===== config.mk =====
export PLATFORM = sky130hd
export DESIGN_NAME = dhms_up_down_timer_flat
export DESIGN_NICKNAME = d
export VERILOG_FILES = /design/src/dhms_pkg.sv /design/src/dhms_in_if.sv /design/src/dhms_out_if.sv /design/src/dhms_up_down_timer.sv /design/src/flat_wrapper.sv
export SDC_FILE = /design/constraint.sdc
export NUM_CORES = 1
export LEC_CHECK = 0
export ABC_AREA = 1
export ABC_CLOCK_PERIOD_IN_PS = 7600
export BUFFER_PORTS_ARGS = -buffer_cell sky130_fd_sc_hd__buf_2
export CAP_MARGIN = 15
export CORE_MARGIN = 2
export CORE_UTILIZATION = 35
export DETAILED_ROUTE_END_ITERATION = 7
export GPL_ROUTABILITY_DRIVEN = 0
export PLACE_DENSITY_LB_ADDON = 0.05
export SLEW_MARGIN = 20
export SYNTH_ARGS = -nofsm -noshare
export SYNTH_HDL_FRONTEND = slang
export SYNTH_SLANG_ARGS = --single-unit

===== constraint.sdc =====
create_clock -name clk -period 7.6 [get_ports clk]
set_input_delay 0 -clock clk [delete_from_list [all_inputs] [get_ports clk]]
set_output_delay 0 -clock clk [all_outputs]
set_load 0.02 [all_outputs]

===== src/dhms_pkg.sv =====
// Shared types and constants for the days/hours/minutes/seconds timer.
`timescale 1ns / 1ps

package dhms_pkg;

  localparam int DAY_W   = 16;
  localparam int HOUR_W  = 5;
  localparam int MIN_W   = 6;
  localparam int SEC_W   = 6;
  localparam int TOTAL_W = 32;
  localparam int CMD_W   = 2;
  localparam int REST_W  = 17;

  // Number of register stages that split a loaded total into fields.
  localparam int PREP_STAGES = 7;

  localparam logic [SEC_W-1:0]   SECS_LAST  = 6'd59;
  localparam logic [MIN_W-1:0]   MINS_LAST  = 6'd59;
  localparam logic [HOUR_W-1:0]  HOURS_LAST = 5'd23;
  localparam logic [TOTAL_W-1:0] TOTAL_MAX  = 32'hFFFF_FFFF;

  localparam logic [16:0] SECS_PER_DAY  = 17'd86400;
  localparam logic [11:0] SECS_PER_HOUR = 12'd3600;
  localparam logic [5:0]  SECS_PER_MIN  = 6'd60;

  // Reciprocals for division by a constant: q = (n * RECIP) >> SHIFT.
  // Days: (total >> 7) / 675, with total >> 7 below 2**25.
  localparam logic [25:0] DAY_RECIP  = 26'd50903317;
  localparam int          DAY_SHIFT  = 35;
  // Hours: (rest >> 4) / 225, with rest >> 4 below 5400.
  localparam logic [13:0] HOUR_RECIP = 14'd9321;
  localparam int          HOUR_SHIFT = 21;
  // Minutes: rest / 60, with rest below 3600.
  localparam logic [12:0] MIN_RECIP  = 13'd4370;
  localparam int          MIN_SHIFT  = 18;

  typedef enum logic [CMD_W-1:0] {
    CMD_LOAD = 2'd0,
    CMD_DOWN = 2'd1,
    CMD_UP   = 2'd2
  } cmd_t;

  // One request on its way through the load pipeline.
  typedef struct packed {
    cmd_t                cmd;
    logic [TOTAL_W-1:0]  total;
    logic [DAY_W-1:0]    days;
    logic [HOUR_W-1:0]   hours;
    logic [MIN_W-1:0]    minutes;
    logic [SEC_W-1:0]    secs;
    logic [REST_W-1:0]   rest;
  } prep_t;

endpackage


===== src/dhms_in_if.sv =====
// Request channel of the timer: command and load value.
`timescale 1ns / 1ps

interface dhms_in_if;
  logic                          valid;
  logic                          ready;
  logic [dhms_pkg::CMD_W-1:0]    command;
  logic [dhms_pkg::TOTAL_W-1:0]  load_seconds;

  modport source (output valid, command, load_seconds, input ready);
  modport sink   (input valid, command, load_seconds, output ready);
endinterface


===== src/dhms_out_if.sv =====
// Result channel of the timer: fields, total and status flags.
`timescale 1ns / 1ps

interface dhms_out_if;
  logic                          valid;
  logic                          ready;
  logic [dhms_pkg::DAY_W-1:0]    day_count;
  logic [dhms_pkg::HOUR_W-1:0]   hour_count;
  logic [dhms_pkg::MIN_W-1:0]    minute_count;
  logic [dhms_pkg::SEC_W-1:0]    second_count;
  logic [dhms_pkg::TOTAL_W-1:0]  total_count;
  logic                          is_zero;
  logic                          underflow_error;
  logic                          overflow_error;

  modport source (output valid, day_count, hour_count, minute_count, second_count,
                  total_count, is_zero, underflow_error, overflow_error,
                  input ready);
  modport sink   (input valid, day_count, hour_count, minute_count, second_count,
                  total_count, is_zero, underflow_error, overflow_error,
                  output ready);
endinterface


===== src/dhms_up_down_timer.sv =====
// Days/hours/minutes/seconds up/down timer, top level.
//
// Requests arrive on in_chan (valid/ready). Each carries a command: load a
// seconds total, count down one second or count up one second. Every request
// gives exactly one result on out_chan, showing the day, hour, minute and
// second fields and the total after the step, a zero flag, and an underflow
// or overflow flag when a count was refused (state then stays as it was).
// A request passes seven register stages, where a loaded total is split into
// fields by reciprocal multiplication and subtraction, one narrow step per
// stage, and is applied to the timer state as it enters the output register.
// One request per cycle is taken for as long as results are taken.
// Each stage holds its request until the stage after it frees up, so when the
// receiver stalls, the stages fill up behind the waiting result and in_ready
// drops only once all of them are full.
// Reset clears the timer to zero and empties the pipeline.
`timescale 1ns / 1ps

module dhms_up_down_timer (
  input  logic              clk,
  input  logic              rst_n,
  dhms_in_if.sink           in_chan,
  dhms_out_if.source        out_chan
);

  localparam int NS = dhms_pkg::PREP_STAGES;

  dhms_pkg::prep_t                stg_r [1:NS];
  dhms_pkg::prep_t                stg_in [1:NS];
  logic [NS:1]                    v_r;
  logic [NS:1]                    v_in;
  logic [NS+1:1]                  can_load;

  logic [50:0]                    day_prod;
  logic [26:0]                    hour_prod;
  logic [24:0]                    min_prod;

  logic [dhms_pkg::TOTAL_W-1:0]   total_r, total_nxt;
  logic [dhms_pkg::DAY_W-1:0]     days_r, days_nxt;
  logic [dhms_pkg::HOUR_W-1:0]    hours_r, hours_nxt;
  logic [dhms_pkg::MIN_W-1:0]     minutes_r, minutes_nxt;
  logic [dhms_pkg::SEC_W-1:0]     secs_r, secs_nxt;
  logic                           under_r, under_nxt;
  logic                           over_r, over_nxt;
  logic                           out_valid_r;
  logic                           fields_zero;
  logic                           commit;

  // Handshake: a stage takes new content when it is empty or its own content
  // moves on in the same cycle.
  always_comb begin
    can_load[NS+1] = !out_valid_r || out_chan.ready;
    for (int k = NS; k >= 1; k--) begin
      can_load[k] = !v_r[k] || can_load[k+1];
    end
    v_in[1] = in_chan.valid;
    for (int k = 2; k <= NS; k++) begin
      v_in[k] = v_r[k-1];
    end
  end

  assign in_chan.ready = can_load[1];
  assign commit        = can_load[NS+1] && v_r[NS];

  // Split of a loaded total, one narrow step per stage.
  always_comb begin
    day_prod  = 51'(stg_r[1].total[31:7]) * 51'(dhms_pkg::DAY_RECIP);
    hour_prod = 27'(stg_r[3].rest[16:4]) * 27'(dhms_pkg::HOUR_RECIP);
    min_prod  = 25'(stg_r[5].rest[11:0]) * 25'(dhms_pkg::MIN_RECIP);

    stg_in[1]         = '0;
    stg_in[1].cmd     = dhms_pkg::cmd_t'(in_chan.command);
    stg_in[1].total   = in_chan.load_seconds;

    stg_in[2]         = stg_r[1];
    stg_in[2].days    = day_prod[dhms_pkg::DAY_SHIFT +: dhms_pkg::DAY_W];

    // The remainder is below one day, so its low bits are all that matter.
    stg_in[3]         = stg_r[2];
    stg_in[3].rest    = stg_r[2].total[16:0]
                        - 17'(stg_r[2].days * dhms_pkg::SECS_PER_DAY);

    stg_in[4]         = stg_r[3];
    stg_in[4].hours   = hour_prod[dhms_pkg::HOUR_SHIFT +: dhms_pkg::HOUR_W];

    stg_in[5]         = stg_r[4];
    stg_in[5].rest    = stg_r[4].rest
                        - (17'(stg_r[4].hours) * 17'(dhms_pkg::SECS_PER_HOUR));

    stg_in[6]         = stg_r[5];
    stg_in[6].minutes = min_prod[dhms_pkg::MIN_SHIFT +: dhms_pkg::MIN_W];

    stg_in[7]         = stg_r[6];
    stg_in[7].secs    = stg_r[6].rest[5:0]
                        - 6'(stg_r[6].minutes * dhms_pkg::SECS_PER_MIN);
  end

  always_ff @(posedge clk) begin
    if (!rst_n) begin
      v_r <= '0;
    end else begin
      for (int k = 1; k <= NS; k++) begin
        if (can_load[k]) begin
          v_r[k] <= v_in[k];
        end
      end
    end
  end

  always_ff @(posedge clk) begin
    for (int k = 1; k <= NS; k++) begin
      if (can_load[k]) begin
        stg_r[k] <= stg_in[k];
      end
    end
  end

  assign fields_zero = (days_r == '0) && (hours_r == '0) && (minutes_r == '0)
                       && (secs_r == '0);

  // Timer state update for the request leaving the last stage.
  always_comb begin
    total_nxt   = total_r;
    days_nxt    = days_r;
    hours_nxt   = hours_r;
    minutes_nxt = minutes_r;
    secs_nxt    = secs_r;
    under_nxt   = 1'b0;
    over_nxt    = 1'b0;
    unique case (stg_r[NS].cmd)
      dhms_pkg::CMD_LOAD: begin
        total_nxt   = stg_r[NS].total;
        days_nxt    = stg_r[NS].days;
        hours_nxt   = stg_r[NS].hours;
        minutes_nxt = stg_r[NS].minutes;
        secs_nxt    = stg_r[NS].secs;
      end
      dhms_pkg::CMD_DOWN: begin
        if (fields_zero) begin
          under_nxt = 1'b1;
        end else begin
          total_nxt = total_r - 32'd1;
          if (secs_r != '0) begin
            secs_nxt = secs_r - 6'd1;
          end else if (minutes_r != '0) begin
            minutes_nxt = minutes_r - 6'd1;
            secs_nxt    = dhms_pkg::SECS_LAST;
          end else if (hours_r != '0) begin
            hours_nxt   = hours_r - 5'd1;
            minutes_nxt = dhms_pkg::MINS_LAST;
            secs_nxt    = dhms_pkg::SECS_LAST;
          end else begin
            days_nxt    = days_r - 16'd1;
            hours_nxt   = dhms_pkg::HOURS_LAST;
            minutes_nxt = dhms_pkg::MINS_LAST;
            secs_nxt    = dhms_pkg::SECS_LAST;
          end
        end
      end
      dhms_pkg::CMD_UP: begin
        if (total_r == dhms_pkg::TOTAL_MAX) begin
          over_nxt = 1'b1;
        end else begin
          total_nxt = total_r + 32'd1;
          if (secs_r < dhms_pkg::SECS_LAST) begin
            secs_nxt = secs_r + 6'd1;
          end else if (minutes_r < dhms_pkg::MINS_LAST) begin
            minutes_nxt = minutes_r + 6'd1;
            secs_nxt    = '0;
          end else if (hours_r < dhms_pkg::HOURS_LAST) begin
            hours_nxt   = hours_r + 5'd1;
            minutes_nxt = '0;
            secs_nxt    = '0;
          end else begin
            days_nxt    = days_r + 16'd1;
            hours_nxt   = '0;
            minutes_nxt = '0;
            secs_nxt    = '0;
          end
        end
      end
      default: begin
        // An unused command code leaves the state as it is.
        total_nxt = total_r;
      end
    endcase
  end

  // The state registers double as the result payload: they change only when
  // the result slot is free, so a waiting result always shows them.
  always_ff @(posedge clk) begin
    if (!rst_n) begin
      total_r     <= '0;
      days_r      <= '0;
      hours_r     <= '0;
      minutes_r   <= '0;
      secs_r      <= '0;
      out_valid_r <= 1'b0;
    end else begin
      if (commit) begin
        total_r   <= total_nxt;
        days_r    <= days_nxt;
        hours_r   <= hours_nxt;
        minutes_r <= minutes_nxt;
        secs_r    <= secs_nxt;
      end
      if (can_load[NS+1]) begin
        out_valid_r <= v_r[NS];
      end
    end
  end

  always_ff @(posedge clk) begin
    if (commit) begin
      under_r <= under_nxt;
      over_r  <= over_nxt;
    end
  end

  assign out_chan.valid           = out_valid_r;
  assign out_chan.day_count       = days_r;
  assign out_chan.hour_count      = hours_r;
  assign out_chan.minute_count    = minutes_r;
  assign out_chan.second_count    = secs_r;
  assign out_chan.total_count     = total_r;
  assign out_chan.is_zero         = fields_zero;
  assign out_chan.underflow_error = under_r;
  assign out_chan.overflow_error  = over_r;

endmodule


===== src/flat_wrapper.sv =====
// flat-port wrapper written by rule: the top's interface ports become plain ports
module dhms_up_down_timer_flat 
  (clk, rst_n, in_chan_valid, in_chan_command, in_chan_load_seconds, in_chan_ready, out_chan_valid, out_chan_day_count, out_chan_hour_count, out_chan_minute_count, out_chan_second_count, out_chan_total_count, out_chan_is_zero, out_chan_underflow_error, out_chan_overflow_error, out_chan_ready);
  dhms_in_if in_chan_i ();
  dhms_out_if out_chan_i ();
  input  logic clk;
  input  logic rst_n;
  input wire logic [$bits(in_chan_i.valid)-1:0] in_chan_valid;
  input wire logic [$bits(in_chan_i.command)-1:0] in_chan_command;
  input wire logic [$bits(in_chan_i.load_seconds)-1:0] in_chan_load_seconds;
  output wire logic [$bits(in_chan_i.ready)-1:0] in_chan_ready;
  output wire logic [$bits(out_chan_i.valid)-1:0] out_chan_valid;
  output wire logic [$bits(out_chan_i.day_count)-1:0] out_chan_day_count;
  output wire logic [$bits(out_chan_i.hour_count)-1:0] out_chan_hour_count;
  output wire logic [$bits(out_chan_i.minute_count)-1:0] out_chan_minute_count;
  output wire logic [$bits(out_chan_i.second_count)-1:0] out_chan_second_count;
  output wire logic [$bits(out_chan_i.total_count)-1:0] out_chan_total_count;
  output wire logic [$bits(out_chan_i.is_zero)-1:0] out_chan_is_zero;
  output wire logic [$bits(out_chan_i.underflow_error)-1:0] out_chan_underflow_error;
  output wire logic [$bits(out_chan_i.overflow_error)-1:0] out_chan_overflow_error;
  input wire logic [$bits(out_chan_i.ready)-1:0] out_chan_ready;
  assign in_chan_i.valid = in_chan_valid;
  assign in_chan_i.command = in_chan_command;
  assign in_chan_i.load_seconds = in_chan_load_seconds;
  assign in_chan_ready = in_chan_i.ready;
  assign out_chan_valid = out_chan_i.valid;
  assign out_chan_day_count = out_chan_i.day_count;
  assign out_chan_hour_count = out_chan_i.hour_count;
  assign out_chan_minute_count = out_chan_i.minute_count;
  assign out_chan_second_count = out_chan_i.second_count;
  assign out_chan_total_count = out_chan_i.total_count;
  assign out_chan_is_zero = out_chan_i.is_zero;
  assign out_chan_underflow_error = out_chan_i.underflow_error;
  assign out_chan_overflow_error = out_chan_i.overflow_error;
  assign out_chan_i.ready = out_chan_ready;
  dhms_up_down_timer u_core (.clk(clk), .rst_n(rst_n), .in_chan(in_chan_i), .out_chan(out_chan_i));
endmodule

==> qor.csv <==
metric,value,unit
status,"complete, no violations",
antenna_found_initial,2,
synthArstFlopShare,0,%
cts_buffers,59,
hold_class,primary input to flip-flop,
cts_sinks,470,
overflow,0,
antenna_violating_nets_post_route,0,
die_h,322,µm
syn_area_per_cell,9.69,µm²
port_buffers,107,
core_area,100000,µm²
synth_top_cell_by_area,edfxtp_1,
rrSetupSlack,1.32,ns
grt_max_degree,68,
drv_cap,0,
path_max_fanout,9,
synth_top_area_share,33.7,%
synth_edf_count,397,
avgRoutedWirePerCell,17.9,µm
slowest_stage,fa_1,
min_path_cells,2,
clock_skew,0.0281,ns
cp.arrival,6.69,ns
fillers,10100,
chipWidth,322,µm
end_kind,flip-flop,
synth_cell_types,50,
syn2layout_area_growth,13.0,%
drt-total-wl,93200,µm
yosys-top-cells-area,"edfxtp_1 34%, ha_1 19%, fa_1 13%",
cts_resized,0,
clock_latency,0.66,ns
num_vias,24300,
hpwlAfterDp,73700,µm
syn_nets,4453,
relSlewSlack,38.1,%
drc_errors,0,
holdPathEnd,u_core.stg_r[0][160],
syn-cell-area,35400,µm²
setup_viol,0,
die_area,104000,µm²
critPathRequiredTime,8.01,ns
antenna_cells,0,
r2r-end,u_core.stg_r[0][204],
post-place-ws,1.28,ns
worstReg2RegStart,u_core.stg_r[0][163],
ioPinCount,108,
drive_above_1_share,7.22,%
tightest_slew,0.929,ns
grt_pass1_wl,146000,µm
cts-root-buf,clkbuf_16,
htreeDepth,2,
drt-pass1-iter-count,5,
path_class,flip-flop to flip-flop,
ys_ff_latch,470,
fin_ws,1.32,ns
cts_setup_buffers,0,
min_period,6.28,ns
grt_use_total,18.4,%
synth_ff_type,edfxtp_1,
grt_setup_unrepaired,false,
cts_tree,yes,
grt_pass1_vias,24700,
seq_area_frac_synth,37.8,%
period_share,82.6,%
core.rowCount,116,
hold_start,in_chan_load_seconds[26],
clock_path_buffers,3,
path_clk_slew,0.07,ns
maxSlewViolCount,0,
critPathMaxStageDelay,0.60,ns
yosysWarnings,0,
drt-initial-drc-count,1216,
finalHoldViolCount,0,
initial_core_util,35.4,%
cp_cell_sequence,fa_1 > inv_1 > fa_1 > inv_1 > fa_1 > inv_1 > fa_1 > inv_1 > fa_1 > inv_1 > fa_1 > inv_1 > ha_1 > ha_1 > nand2_1 > nor2_1 > nand2_1 > nor3_1 > o21ai_0 > nand3_1 > nor2_1 > xor2_1,
synthesis.instances,3656,
startpoint_type,flip-flop,
final_common_cell,inv_1,
final_cell_mix,"740 x inv_1, 623 x nand2_1, 532 x ha_1",
ff2ff_path_depth,22,
routed_via_density,4.67,
fin_tns_setup,0,ns
fin_nets,4656,
fmax,0.159,GHz
cts-hold-fix-buffers,46,
critical path: cells and delay by family (launching register included):
family                     cells  cell delay (ns)
DFF                            1             0.59
AOI/OAI and AO/OA              1             0.14
adders and majority gates      8             3.91
buffers and inverters          6             0.33
and+or+nand+nor                6             0.91
xor gates and xnor gates       1             0.14
routing by layer:
| layer | global-route usage (%) | vias to the layer above | part of all wire, % |
|---|---|---|---|
| met5 | 0 | - | 0.011 |
| met4 | 3.97 | 2 | 2.0 |
| met3 | 2.63 | 104 | 3.2 |
| met2 | 29.5 | 331 | 45 |
| met1 | 26.4 | 11500 | 50 |
| li1 | - | 12400 | - |
through the flow:
stage	hold WS [ns]	area, µm²	util [%]	std cells
2_1_floorplan	0.0989	35400	-	3656
3_3_place_gp	0.177	37600	37.5	5050
4_1_cts	0.000515	40000	40.0	5205
6_report	0.0579	40000	40.0	5205
3_5_place_dp	0.178	37600	37.5	5050
5_1_grt	0.0146	40000	40.0	5205
cell usage after synthesis, types with 8 or more instances:
library cell	count
inv_1	745
clkbuf_1	19
fa_1	226
o21ai_0	138
nor2_1	235
nand2_2	9
a21o_1	13
nor3_1	24
o21bai_1	9
nand2_1	626
dfxtp_1	73
xor2_1	64
nand3_1	147
a21oi_1	235
ha_1	533
a21oi_2	12
edfxtp_1	397
inv_2	8
xnor2_1	25
nand4_1	28
how the worst max path moves through the flow:
stage | start | end | slack [ns] | depth (start not counted)
detailed placement | u_core.stg_r[0][158] | u_core.stg_r[0][215] | 1.28 | 21
CTS | u_core.stg_r[0][158] | u_core.stg_r[0][215] | 1.25 | 21
global placement | u_core.stg_r[0][158] | u_core.stg_r[0][215] | 1.24 | 21
floorplan | u_core.out_chan.valid | u_core.stg_r[0][202] | 0.96 | 11
finish | u_core.stg_r[0][163] | u_core.stg_r[0][204] | 1.32 | 22
global route | u_core.stg_r[0][158] | u_core.stg_r[0][215] | 0.96 | 21
registers in the layout, summed over array words and instances (netlist names):
register                         cells
u_core.out_chan.hour_count           5
u_core.out_chan.valid                1
u_core.out_chan.underflow_error      1
u_core.stg_r                       395
u_core.out_chan.minute_count         6
u_core.out_chan.day_count           16
u_core.out_chan.total_count         32
u_core.out_chan.second_count         6
u_core.v_r                           7
u_core.out_chan.overflow_error       1
logic make-up after synthesis:
| kind of cell | after synthesis | synth area share (%) |
|---|---|---|
| simple gates | 1106 | 13.0 |
| compound gates | 439 | 6.73 |
| flops | 470 | 37.8 |
| mux | 5 | 0.141 |
| xor+xnor | 89 | 2.20 |
| fa+ha+maj | 759 | 31.6 |
| buf+inv | 788 | 8.53 |
layout make-up:
class	count	area, µm²	share of cell area, %
tap	1298	1620	4.06
multi-input combinational	2398	19000	47.5
sequential	470	13400	33.4
clock buffer	82	1680	4.19
clock inverter	27	309	0.772
inverter	755	2840	7.09
timing repair buffer	175	1160	2.90
Power is not shown: default switching activity piles up to over one toggle a cycle in this logic, so the estimate is an artifact.
